File: src/hdl/frbm_pkg.sv
// ----------------------------------------------------------------------------
// FXO ring and battery monitor package
// Payload types, register indexes, event codes and fixed constants shared by
// the monitor top level and its testbench-facing ports.
// ----------------------------------------------------------------------------
package frbm_pkg;

    // Input transaction payload.
    typedef struct packed {
        logic               opcode;
        logic [1:0]         card;
        logic               offhook;
        logic [7:0]         daa_status;
        logic signed [7:0]  line_voltage;
        logic signed [15:0] audio_sample;
        logic               chunk_first;
        logic               chunk_last;
    } in_item_t;

    // Result transaction payload.
    typedef struct packed {
        logic       status_write_valid;
        logic [7:0] status_write_value;
        logic [1:0] ring_event;
        logic [1:0] battery_event;
    } out_item_t;

    // Item kinds.
    localparam logic OP_POLL   = 1'b0;
    localparam logic OP_SAMPLE = 1'b1;

    // Configuration register indexes.
    typedef enum logic [2:0] {
        REG_BATTERY_THRESHOLD = 3'd0,
        REG_BATTERY_DEBOUNCE  = 3'd1,
        REG_PEG_WINDOW_MAX    = 3'd2,
        REG_PEG_WINDOW_MIN    = 3'd3,
        REG_PEG_COUNT_NEEDED  = 3'd4
    } cfg_index_t;

    // Event codes.
    localparam logic [1:0] RING_NONE     = 2'd0;
    localparam logic [1:0] RING_START    = 2'd1;
    localparam logic [1:0] RING_END      = 2'd2;
    localparam logic [1:0] BATT_NONE     = 2'd0;
    localparam logic [1:0] BATT_LOST     = 2'd1;
    localparam logic [1:0] BATT_RESTORED = 2'd2;

    // Polarity of the last counted peak.
    localparam logic [1:0] POL_NONE = 2'd0;
    localparam logic [1:0] POL_HIGH = 2'd1;
    localparam logic [1:0] POL_LOW  = 2'd2;

    // DAA status byte decoding.
    localparam logic [7:0] STATUS_MASK = 8'h9b;
    localparam logic [7:0] RING_BITS   = 8'h60;
    localparam logic [7:0] BAD_BIT     = 8'h02;
    localparam logic [7:0] GOOD_BIT    = 8'h08;
    localparam logic [7:0] ST_ONHOOK   = 8'h08;
    localparam logic [7:0] ST_OFFHOOK  = 8'h09;

    // Peak detection level for ringing.
    localparam logic signed [15:0] PEAK_LEVEL_POS = 16'sd10000;
    localparam logic signed [15:0] PEAK_LEVEL_NEG = -16'sd10000;

    // Configuration reset values.
    localparam logic [7:0]  RST_BATTERY_THRESHOLD = 8'd3;
    localparam logic [7:0]  RST_BATTERY_DEBOUNCE  = 8'd16;
    localparam logic [15:0] RST_PEG_WINDOW_MAX    = 16'd400;
    localparam logic [15:0] RST_PEG_WINDOW_MIN    = 16'd80;
    localparam logic [7:0]  RST_PEG_COUNT_NEEDED  = 8'd5;

endpackage

File: src/hdl/frbm_ram.sv
// ----------------------------------------------------------------------------
// Generic single-port-write, single-port-read RAM
// One write and one read per cycle; read data is registered and returns the
// contents before a same-cycle write to the same address.
// ----------------------------------------------------------------------------
module frbm_ram #(
    parameter int WIDTH = 8,
    parameter int DEPTH = 4
) (
    input  logic                                   aclk,
    input  logic                                   we,
    input  logic [(DEPTH > 1 ? $clog2(DEPTH) : 1)-1:0] waddr,
    input  logic [WIDTH-1:0]                       wdata,
    input  logic                                   re,
    input  logic [(DEPTH > 1 ? $clog2(DEPTH) : 1)-1:0] raddr,
    output logic [WIDTH-1:0]                       rdata
);

    logic [WIDTH-1:0] mem [DEPTH];
    logic [WIDTH-1:0] rdata_reg;

    always_ff @(posedge aclk) begin
        if (we) begin
            mem[waddr] <= wdata;
        end
        if (re) begin
            rdata_reg <= mem[raddr];
        end
    end

    assign rdata = rdata_reg;

endmodule

File: src/hdl/fxo_ring_battery_monitor_unit.sv
// ----------------------------------------------------------------------------
// FXO ring and battery monitor
// Per-card line monitor: status rewrite, ring debounce, battery loss and
// restore detection, and ringing detection from alternating audio peaks.
// ----------------------------------------------------------------------------
// Usage: each input transaction on s_* is either a status poll or one audio
// sample for one line card and gives exactly one result on m_*, in order.
// Configuration registers are written through cfg_* (cfg_ready is always
// high); the user must do so only while idle; the block does not enforce it.
//
// The card's state is read from the state memory when a transaction is
// accepted, and the next state and the result are computed in the compute
// stage and written back together with the output register load that sets
// m_valid. Throughput is one transaction per cycle for any mix of cards while
// the receiver keeps up. It is set by the state memory, which gets one read
// and one write each cycle; a write to the card that the next transaction
// has just read is forwarded from a holding register.
//
// Reset loads the configuration defaults and clears the per-entry valid
// bits, so every card's state reads as zero until first written. When the
// receiver stalls, the result waits in the output register, one more
// transaction may wait in the compute stage, and s_ready then drops.
// ----------------------------------------------------------------------------
module fxo_ring_battery_monitor_unit #(
    parameter int NUM_CARDS  = 4,
    parameter int CHUNK_SIZE = 8
) (
    input  logic                aclk,
    input  logic                aresetn,

    input  logic                s_valid,
    output logic                s_ready,
    input  frbm_pkg::in_item_t  s_data,

    output logic                m_valid,
    input  logic                m_ready,
    output frbm_pkg::out_item_t m_data,

    input  logic                cfg_valid,
    output logic                cfg_ready,
    input  logic [2:0]          cfg_index,
    input  logic [15:0]         cfg_data
);

    // Address width of the card state memory.
    localparam int CARD_AW = (NUM_CARDS > 1) ? $clog2(NUM_CARDS) : 1;
    // Ring debounce ceiling and the width that holds it.
    localparam int RD_TOP_INT = CHUNK_SIZE * 64;
    localparam int RD_W       = $clog2(RD_TOP_INT + 1);
    localparam logic [RD_W-1:0] RD_TOP  = RD_W'(RD_TOP_INT);
    localparam logic [RD_W-1:0] RD_DOWN = RD_W'(CHUNK_SIZE);
    localparam logic [RD_W:0]   RD_UP   = (RD_W + 1)'(CHUNK_SIZE * 4);
    localparam logic [16:0]     PT_STEP = 17'(CHUNK_SIZE);

    // One card's state as stored in the memory.
    typedef struct packed {
        logic [RD_W-1:0] ring_debounce;
        logic            was_ringing;
        logic            battery_present;
        logic [7:0]      batt_count;
        logic [15:0]     peak_timer;
        logic [1:0]      peak_pol;
        logic [7:0]      peak_count;
        logic            ring_active;
    } entry_t;

    localparam int ENTRY_W = $bits(entry_t);

    // Configuration registers.
    logic [7:0]  batt_thr_reg;
    logic [7:0]  batt_deb_reg;
    logic [15:0] peg_max_reg;
    logic [15:0] peg_min_reg;
    logic [7:0]  peg_need_reg;

    // Compute stage.
    logic               s1_valid_reg;
    frbm_pkg::in_item_t s1_item_reg;
    logic [CARD_AW-1:0] s1_addr_reg;
    logic               s1_in_range_reg;
    logic               s1_hit_reg;

    // Last write into the state memory, for forwarding.
    logic               fwd_valid_reg;
    logic [CARD_AW-1:0] fwd_addr_reg;
    entry_t             fwd_data_reg;

    // Valid bit per card entry; an entry never written reads as zero.
    logic [NUM_CARDS-1:0] entry_valid_reg;

    // Output register.
    logic                m_valid_reg;
    frbm_pkg::out_item_t m_data_reg;

    // Datapath signals.
    logic [CARD_AW+1:0]  card_ext;
    logic [CARD_AW-1:0]  in_addr;
    logic                in_range;
    logic                in_accept;
    logic                advance;
    logic                ram_we;
    logic [ENTRY_W-1:0]  ram_rdata;
    entry_t              entry_cur;
    entry_t              entry_next;
    frbm_pkg::out_item_t result;
    logic [7:0]          poll_target;
    logic [RD_W:0]       rd_sum;
    logic [8:0]          volt_mag;
    logic [16:0]         pt_sum;
    logic [15:0]         win_hi;
    logic [15:0]         win_lo;

    // ------------------------------------------------------------------
    // Configuration port. Writes beyond the register list are dropped.
    // ------------------------------------------------------------------
    assign cfg_ready = 1'b1;

    always_ff @(posedge aclk) begin
        if (!aresetn) begin
            batt_thr_reg <= frbm_pkg::RST_BATTERY_THRESHOLD;
            batt_deb_reg <= frbm_pkg::RST_BATTERY_DEBOUNCE;
            peg_max_reg  <= frbm_pkg::RST_PEG_WINDOW_MAX;
            peg_min_reg  <= frbm_pkg::RST_PEG_WINDOW_MIN;
            peg_need_reg <= frbm_pkg::RST_PEG_COUNT_NEEDED;
        end else if (cfg_valid) begin
            case (cfg_index)
                frbm_pkg::REG_BATTERY_THRESHOLD: batt_thr_reg <= cfg_data[7:0];
                frbm_pkg::REG_BATTERY_DEBOUNCE:  batt_deb_reg <= cfg_data[7:0];
                frbm_pkg::REG_PEG_WINDOW_MAX:    peg_max_reg  <= cfg_data;
                frbm_pkg::REG_PEG_WINDOW_MIN:    peg_min_reg  <= cfg_data;
                frbm_pkg::REG_PEG_COUNT_NEEDED:  peg_need_reg <= cfg_data[7:0];
                default: ;
            endcase
        end
    end

    // ------------------------------------------------------------------
    // Handshake. The compute stage moves on whenever the output register
    // is free or being emptied, so a new transaction is taken every cycle
    // while the receiver keeps up.
    // ------------------------------------------------------------------
    assign advance   = s1_valid_reg && (!m_valid_reg || m_ready);
    assign s_ready   = !s1_valid_reg || advance;
    assign in_accept = s_valid && s_ready;
    assign ram_we    = advance && s1_in_range_reg;

    // Card indexes at or above NUM_CARDS touch no state.
    assign card_ext = {{CARD_AW{1'b0}}, s_data.card};
    assign in_addr  = card_ext[CARD_AW-1:0];
    assign in_range = card_ext < (CARD_AW + 2)'(NUM_CARDS);

    frbm_ram #(
        .WIDTH (ENTRY_W),
        .DEPTH (NUM_CARDS)
    ) u_state_ram (
        .aclk  (aclk),
        .we    (ram_we),
        .waddr (s1_addr_reg),
        .wdata (entry_next),
        .re    (in_accept),
        .raddr (in_addr),
        .rdata (ram_rdata)
    );

    always_ff @(posedge aclk) begin
        if (!aresetn) begin
            s1_valid_reg    <= 1'b0;
            fwd_valid_reg   <= 1'b0;
            entry_valid_reg <= '0;
            m_valid_reg     <= 1'b0;
        end else begin
            if (in_accept) begin
                s1_valid_reg <= 1'b1;
            end else if (advance) begin
                s1_valid_reg <= 1'b0;
            end
            if (ram_we) begin
                fwd_valid_reg                <= 1'b1;
                entry_valid_reg[s1_addr_reg] <= 1'b1;
            end
            if (advance) begin
                m_valid_reg <= 1'b1;
            end else if (m_ready) begin
                m_valid_reg <= 1'b0;
            end
        end
    end

    always_ff @(posedge aclk) begin
        if (in_accept) begin
            s1_item_reg     <= s_data;
            s1_addr_reg     <= in_addr;
            s1_in_range_reg <= in_range;
            s1_hit_reg      <= in_range && entry_valid_reg[in_addr];
        end
        if (ram_we) begin
            fwd_addr_reg <= s1_addr_reg;
            fwd_data_reg <= entry_next;
        end
        if (advance) begin
            m_data_reg <= result;
        end
    end

    assign m_valid = m_valid_reg;
    assign m_data  = m_data_reg;

    // The most recent write always holds the newest contents of its entry,
    // so it takes precedence over the memory read whenever the card matches.
    always_comb begin
        if (fwd_valid_reg && (fwd_addr_reg == s1_addr_reg)) begin
            entry_cur = fwd_data_reg;
        end else if (s1_hit_reg) begin
            entry_cur = entry_t'(ram_rdata);
        end else begin
            entry_cur = '0;
        end
    end

    // ------------------------------------------------------------------
    // Next state and result for the transaction in the compute stage.
    // ------------------------------------------------------------------
    always_comb begin
        entry_next  = entry_cur;
        result      = '0;
        poll_target = s1_item_reg.offhook ? frbm_pkg::ST_OFFHOOK : frbm_pkg::ST_ONHOOK;
        rd_sum      = {1'b0, entry_cur.ring_debounce} + RD_UP;
        volt_mag    = s1_item_reg.line_voltage[7]
                    ? (9'h100 - {1'b0, s1_item_reg.line_voltage})
                    : {1'b0, s1_item_reg.line_voltage};
        pt_sum      = {1'b0, entry_cur.peak_timer} + PT_STEP;
        win_hi      = peg_max_reg;
        win_lo      = peg_min_reg;

        if (s1_item_reg.opcode == frbm_pkg::OP_POLL) begin
            result.status_write_valid =
                (s1_item_reg.daa_status & frbm_pkg::STATUS_MASK) != poll_target;
            result.status_write_value = poll_target;

            // A status byte with the bad bit set or the good bit clear stops the poll after the status rewrite.
            if (((s1_item_reg.daa_status & frbm_pkg::BAD_BIT) == '0) &&
                ((s1_item_reg.daa_status & frbm_pkg::GOOD_BIT) != '0)) begin
                // Ring indicator debounce, only while on hook.
                if (!s1_item_reg.offhook) begin
                    if (((s1_item_reg.daa_status & frbm_pkg::RING_BITS) != '0) &&
                        entry_cur.battery_present) begin
                        if (rd_sum >= {1'b0, RD_TOP}) begin
                            if (!entry_cur.was_ringing) begin
                                entry_next.was_ringing = 1'b1;
                                result.ring_event      = frbm_pkg::RING_START;
                            end
                            entry_next.ring_debounce = RD_TOP;
                        end else begin
                            entry_next.ring_debounce = rd_sum[RD_W-1:0];
                        end
                    end else if (entry_cur.ring_debounce <= RD_DOWN) begin
                        if (entry_cur.was_ringing) begin
                            entry_next.was_ringing = 1'b0;
                            result.ring_event      = frbm_pkg::RING_END;
                        end
                        entry_next.ring_debounce = '0;
                    end else begin
                        entry_next.ring_debounce = entry_cur.ring_debounce - RD_DOWN;
                    end
                end

                // Battery loss and restore with a reload-and-count-down debounce.
                if (volt_mag < {1'b0, batt_thr_reg}) begin
                    if (entry_cur.battery_present && (entry_cur.batt_count == '0)) begin
                        entry_next.battery_present = 1'b0;
                        result.battery_event       = frbm_pkg::BATT_LOST;
                        entry_next.batt_count      = batt_deb_reg;
                    end else if (!entry_cur.battery_present) begin
                        entry_next.batt_count = batt_deb_reg;
                    end
                end else if (volt_mag > {1'b0, batt_thr_reg}) begin
                    if (!entry_cur.battery_present && (entry_cur.batt_count == '0)) begin
                        entry_next.battery_present = 1'b1;
                        result.battery_event       = frbm_pkg::BATT_RESTORED;
                        entry_next.batt_count      = batt_deb_reg;
                    end else if (entry_cur.battery_present) begin
                        entry_next.batt_count = batt_deb_reg;
                    end
                end else begin
                    entry_next.batt_count = batt_deb_reg;
                end
                if (entry_next.batt_count != '0) begin
                    entry_next.batt_count = entry_next.batt_count - 8'd1;
                end
            end
        end else begin
            // Peak timer advances once per chunk and saturates.
            if (s1_item_reg.chunk_first) begin
                entry_next.peak_timer = pt_sum[16] ? 16'hffff : pt_sum[15:0];
            end

            // A peak of the opposite polarity closes one spacing interval.
            // Negative peaks use a window a quarter the size.
            if ((s1_item_reg.audio_sample > frbm_pkg::PEAK_LEVEL_POS) &&
                (entry_cur.peak_pol != frbm_pkg::POL_HIGH)) begin
                if ((entry_next.peak_timer < win_hi) && (entry_next.peak_timer > win_lo) &&
                    (entry_cur.peak_count != 8'hff)) begin
                    entry_next.peak_count = entry_cur.peak_count + 8'd1;
                end
                entry_next.peak_timer = '0;
                entry_next.peak_pol   = frbm_pkg::POL_HIGH;
            end else if ((s1_item_reg.audio_sample < frbm_pkg::PEAK_LEVEL_NEG) &&
                         (entry_cur.peak_pol != frbm_pkg::POL_LOW)) begin
                if ((entry_next.peak_timer < {2'b00, win_hi[15:2]}) &&
                    (entry_next.peak_timer > {2'b00, win_lo[15:2]}) &&
                    (entry_cur.peak_count != 8'hff)) begin
                    entry_next.peak_count = entry_cur.peak_count + 8'd1;
                end
                entry_next.peak_timer = '0;
                entry_next.peak_pol   = frbm_pkg::POL_LOW;
            end

            // End of chunk: time out the peak count, count down the ring debounce and decide on ringing.
            if (s1_item_reg.chunk_last) begin
                if (entry_next.peak_timer > peg_max_reg) begin
                    entry_next.peak_count = '0;
                end
                if (entry_cur.ring_debounce != '0) begin
                    entry_next.ring_debounce = entry_cur.ring_debounce - RD_W'(1);
                end
                if (!s1_item_reg.offhook && (entry_next.ring_debounce == '0)) begin
                    if (!entry_cur.ring_active && (entry_next.peak_count > peg_need_reg)) begin
                        entry_next.ring_active = 1'b1;
                        result.ring_event      = frbm_pkg::RING_START;
                    end else if (entry_cur.ring_active && (entry_next.peak_count == '0)) begin
                        entry_next.ring_active = 1'b0;
                        result.ring_event      = frbm_pkg::RING_END;
                    end
                end
            end
        end

        if (!s1_in_range_reg) begin
            result = '0;
        end
    end

    // ------------------------------------------------------------------
    // Assertions
    // ------------------------------------------------------------------
    // A poll with a bad status byte reports no ring or battery event.
    a_bad_status_quiet: assert property (@(posedge aclk) disable iff (!aresetn)
        (advance && (s1_item_reg.opcode == frbm_pkg::OP_POLL) &&
         ((s1_item_reg.daa_status & frbm_pkg::BAD_BIT) != '0))
        |=> (m_data.ring_event == frbm_pkg::RING_NONE) &&
            (m_data.battery_event == frbm_pkg::BATT_NONE))
        else $error("bad status poll produced an event");

    // A sample never asks for a status rewrite or reports a battery event.
    a_sample_fields: assert property (@(posedge aclk) disable iff (!aresetn)
        (advance && (s1_item_reg.opcode == frbm_pkg::OP_SAMPLE))
        |=> !m_data.status_write_valid && (m_data.battery_event == frbm_pkg::BATT_NONE))
        else $error("sample result carries poll fields");

    // Every state write is captured for forwarding to the next transaction.
    a_forward_capture: assert property (@(posedge aclk) disable iff (!aresetn)
        ram_we |=> fwd_valid_reg && (fwd_addr_reg == $past(s1_addr_reg)) &&
                   entry_valid_reg[fwd_addr_reg])
        else $error("state write not captured for forwarding");

    // The ring debounce count never passes its ceiling.
    a_debounce_ceiling: assert property (@(posedge aclk) disable iff (!aresetn)
        ram_we |-> (entry_next.ring_debounce <= RD_TOP))
        else $error("ring debounce above ceiling");

endmodule
File: config.mk
export PLATFORM = sky130hd
export DESIGN_NAME = fxo_ring_battery_monitor_unit
export DESIGN_NICKNAME = d
export VERILOG_FILES = /design/src/hdl/frbm_pkg.sv /design/src/hdl/frbm_ram.sv /design/src/hdl/fxo_ring_battery_monitor_unit.sv
export SDC_FILE = /design/constraint.sdc
export NUM_CORES = 1
export LEC_CHECK = 0
export BUFFER_PORTS_ARGS = -buffer_cell sky130_fd_sc_hd__buf_2
export CAP_MARGIN = 20
export CORE_ASPECT_RATIO = 1.4
export CORE_MARGIN = 2
export CORE_UTILIZATION = 40
export CTS_CLUSTER_SIZE = 28
export DETAILED_ROUTE_END_ITERATION = 10
export HOLD_SLACK_MARGIN = 0.03
export PLACE_DENSITY_LB_ADDON = 0.15
export RECOVER_POWER = 50
export REMOVE_ABC_BUFFERS = 1
export SETUP_SLACK_MARGIN = 0.15
export SLEW_MARGIN = 30
export SYNTH_ARGS = -nofsm -noshare
export SYNTH_HDL_FRONTEND = slang
export SYNTH_SLANG_ARGS = --single-unit
File: constraint.sdc
create_clock -name aclk -period 7.9 [get_ports aclk]
set_input_delay 0.395 -clock aclk [delete_from_list [all_inputs] [get_ports aclk]]
set_output_delay 0.395 -clock aclk [all_outputs]
set_load 0.02 [all_outputs]
==> results.md <==
- Resize count post-CTS: 0
- Power density cells: 227 mW/mm^2
- Tcrit/Tclk final: between 80% and 90%
- H-tree lvl count: 2
- I/O pins: 78
- FF-to-FF Start: s1_addr_reg[1]$_DFFE_PP_
- Pins Over Slew Limit: 389
- HP Start: cfg_data[8]
- Startpoint types: flip-flop
- Slowest Stage Delay on Critical Path: 0.80 ns
- Most common cell after layout, fill and taps aside: edfxtp_1
- Ranking of synthesized cells by area: edfxtp_1 (51%), dfxtp_1 (6.5%), ha_1 (6.5%), mux4_2 (5.6%), nand2_1 (4.7%)
- Switching Fraction: 24.0%
- Syn-to-layout area delta: 14.0%
- Clk sinks: 392
- Commonest cells after routing, fill and taps aside: edfxtp_1 (329), nand2_1 (244), ha_1 (100)
- HP Class: primary input to flip-flop
- ANT cells: 0
- Final setup margin: 0.842 ns
- Num CTS Buffers: 41
- Critical path's slowest cell: a2111oi_0
- Nets@finish: roughly 1900
- Post-CTS Setup Bufs: 0
- Root Driver: clkbuf_16
- Drc violations: 0
- Syn avg cell area: 12.1 sq um
- Tmin final: between 7 and 8 ns
- P_sw: ~1.2 mW
- Worst-Margin Slew: 3.44 ns
- Fraction of layout cells with a size suffix above 1: 12.0%
- Flop pwr share: 47.7%
- FP Rows: 95
- Req. time, crit path: 8.15 ns
- Setup TNS: 0 ns
- Clk slew on worst S/H paths: 0.06 ns
- Leakage: 7.91 nW
- CTS tree: built
- Kind of critical path: flip-flop to flip-flop
- Leading area contributor after synthesis: edfxtp_1
- CP startpoint: s1_addr_reg[1]$_DFFE_PP_
- Yosys cell types: 82
- Gr ovfl total: 0
- Post-synth EDFFs: 329
- Clk pwr share: around two fifths
- Initial DRC count: 665
- Via count: 12925
- Skew final: 0.0224 ns
- Combinational share of power: 11.4%
- Final Wtd Congestion: 0.846
- Detailed Route WL: 47.2 mm
- First-pass GRT wire length: 73.3 mm
- Kind of end point of the critical path: flip-flop
- Asr flop ratio synth: 0%
- Maximum VDD drop: 0.167 mV
- CTS Buffer Depth: 3
- Post-synthesis cell area: 0.0194 sq mm
- Share of the synthesized area in the top cell type: a little over 50%
- Worst skew pair latency: 0.57 ns
- Drt via density: between 5 and 6
- Internal power: ~3.8 mW
- Slew headroom: -129%
- Post-DRT Antenna Nets: 0
- Final Hold Viols: 0
- # setup viols final: 0
- WP data arrival: 7.30 ns
- Placement Setup Slack: 0.894 ns
- Max reg flops: 188
- Post-Synthesis Cells: 1599
- Starting Density: 40.4%
- Warnings from Yosys: 0
- Die Span X: about 190 um
- RSZ-0062 raised after global routing: false
- Synth Flop Type: edfxtp_1
- # hold bufs at CTS: 35
- Max Fclk: 0.142 GHz
- Cell mode on critical path: a21oi_1
- Failing checks: capacitance limit, slew limit
- Max-cap violations: 11
- Die area: about 0.05 sq mm
- Total track usage: between 10% and 20%
- Die Ht: approximately 260 um
- Vias in the first global route: 13342
- Initial antenna violation count: 0
- DP HPWL: roughly 32 mm
- # port buffers: 69
- Crit-path max FO: 22
- Sequential cell area fraction in the yosys report: 57.5%
- Synth Register Bits: 392
- Drt wl/cell: 20.0 um
- Largest net degree at the start of global routing: 64
- Core Area: 0.0479 sq mm
- Status: finished, violations left
- Drt first pass iters: 5
[layout make-up]
cell class	instances	area, sq um
Fill cell	4352	25800
Sequential cell	392	11100
Multi-Input combinational cell	1074	7680
Clock buffer	51	1120
Tap cell	630	788
Timing Repair Buffer	121	779
Clock inverter	25	313
Inverter	68	255
[power by group through the flow]
stage	clock, mW	combinational, mW	sequential, mW
final	2.05	0.571	2.39
after global routing	2.18	0.638	2.40
after CTS	2.10	0.574	2.39
after detailed placement	0	0.558	2.43
after global placement	0	0.547	2.43
after floorplan	0	0.368	2.43
[through the flow]
step                      cells  utilization (%)  area [sq um]  hold WS (ns)  total power, mW
final                      2361             46.1         22100        0.0828             5.01
after global routing       2361             46.1         22100        0.0775             5.21
after CTS                  2360             46.2         22100        0.0567             5.06
after detailed placement   2249             42.5         20400         0.452             2.99
after global placement     2248             42.5         20300         0.443             2.97
after floorplan            1534                -         19100         0.435             2.79
[logic make-up (layout without fill, tap and decap cells)]
| kind of cell | after synthesis | in the layout | synth area share, % |
|---|---|---|---|
| mux | 78 | 78 | 7.35 |
| xor+xnor | 37 | 37 | 1.75 |
| other cells | 2 | 7 | 0.0388 |
| compound gates | 321 | 321 | 10.9 |
| simple gates | 531 | 531 | 13.0 |
| fa+ha+maj | 100 | 100 | 6.46 |
| flops | 392 | 392 | 57.5 |
| buf+inv | 138 | 265 | 2.94 |
[worst max-delay path: cells and delay by family, from the launching register on]
| kind | cells | cell delay, ns |
|---|---|---|
| XOR/XNOR | 1 | 0.42 |
| flip-flops | 1 | 0.49 |
| buffers and inverters | 2 | 0.65 |
| AO/OA/AOI/OAI | 14 | 3.15 |
| adder cells (fa/ha/maj) | 2 | 0.56 |
| AND/OR/NAND/NOR | 6 | 1.45 |
[cell usage after synthesis (12+ instances only)]
library cell    n
mux2i_1        18
a21boi_0       46
xnor2_1        28
ha_1          100
nand2_1       244
edfxtp_1      329
inv_1          68
nor3_1         29
o21ai_0        50
and3_1         37
a21oi_1        88
a31oi_1        13
clkbuf_1       46
dfxtp_1        63
mux4_2         48
nor2_1         77
nor4_1         12
nand3_1        40
a21o_1         12
nand4_1        22
o211ai_1       17
o21a_1         12
[layer usage]
metal | up-vias | track usage (%) | wire length, um
li1 | 6196 | - | -
met1 | 6426 | 21.6 | 18700
met2 | 233 | 36.0 | 25400
met3 | 70 | 2.62 | 1690
met4 | 0 | 6.20 | 1290
met5 | - | 0 | 0
[worst paths after layout]
path                            slack, ns                         endpoint  depth (start not counted)
worst max-delay path                 0.84  u_state_ram.mem[1][0]$_DFFE_PP_                         25
worst max register to register       0.84  u_state_ram.mem[1][0]$_DFFE_PP_                         25
worst min register to register       0.46     batt_thr_reg[3]$_SDFFE_PN0P_                          2
worst min-delay path                 0.08      peg_max_reg[8]$_SDFFE_PN1P_                          3
Note: power is estimated with default switching activity, not from simulation.
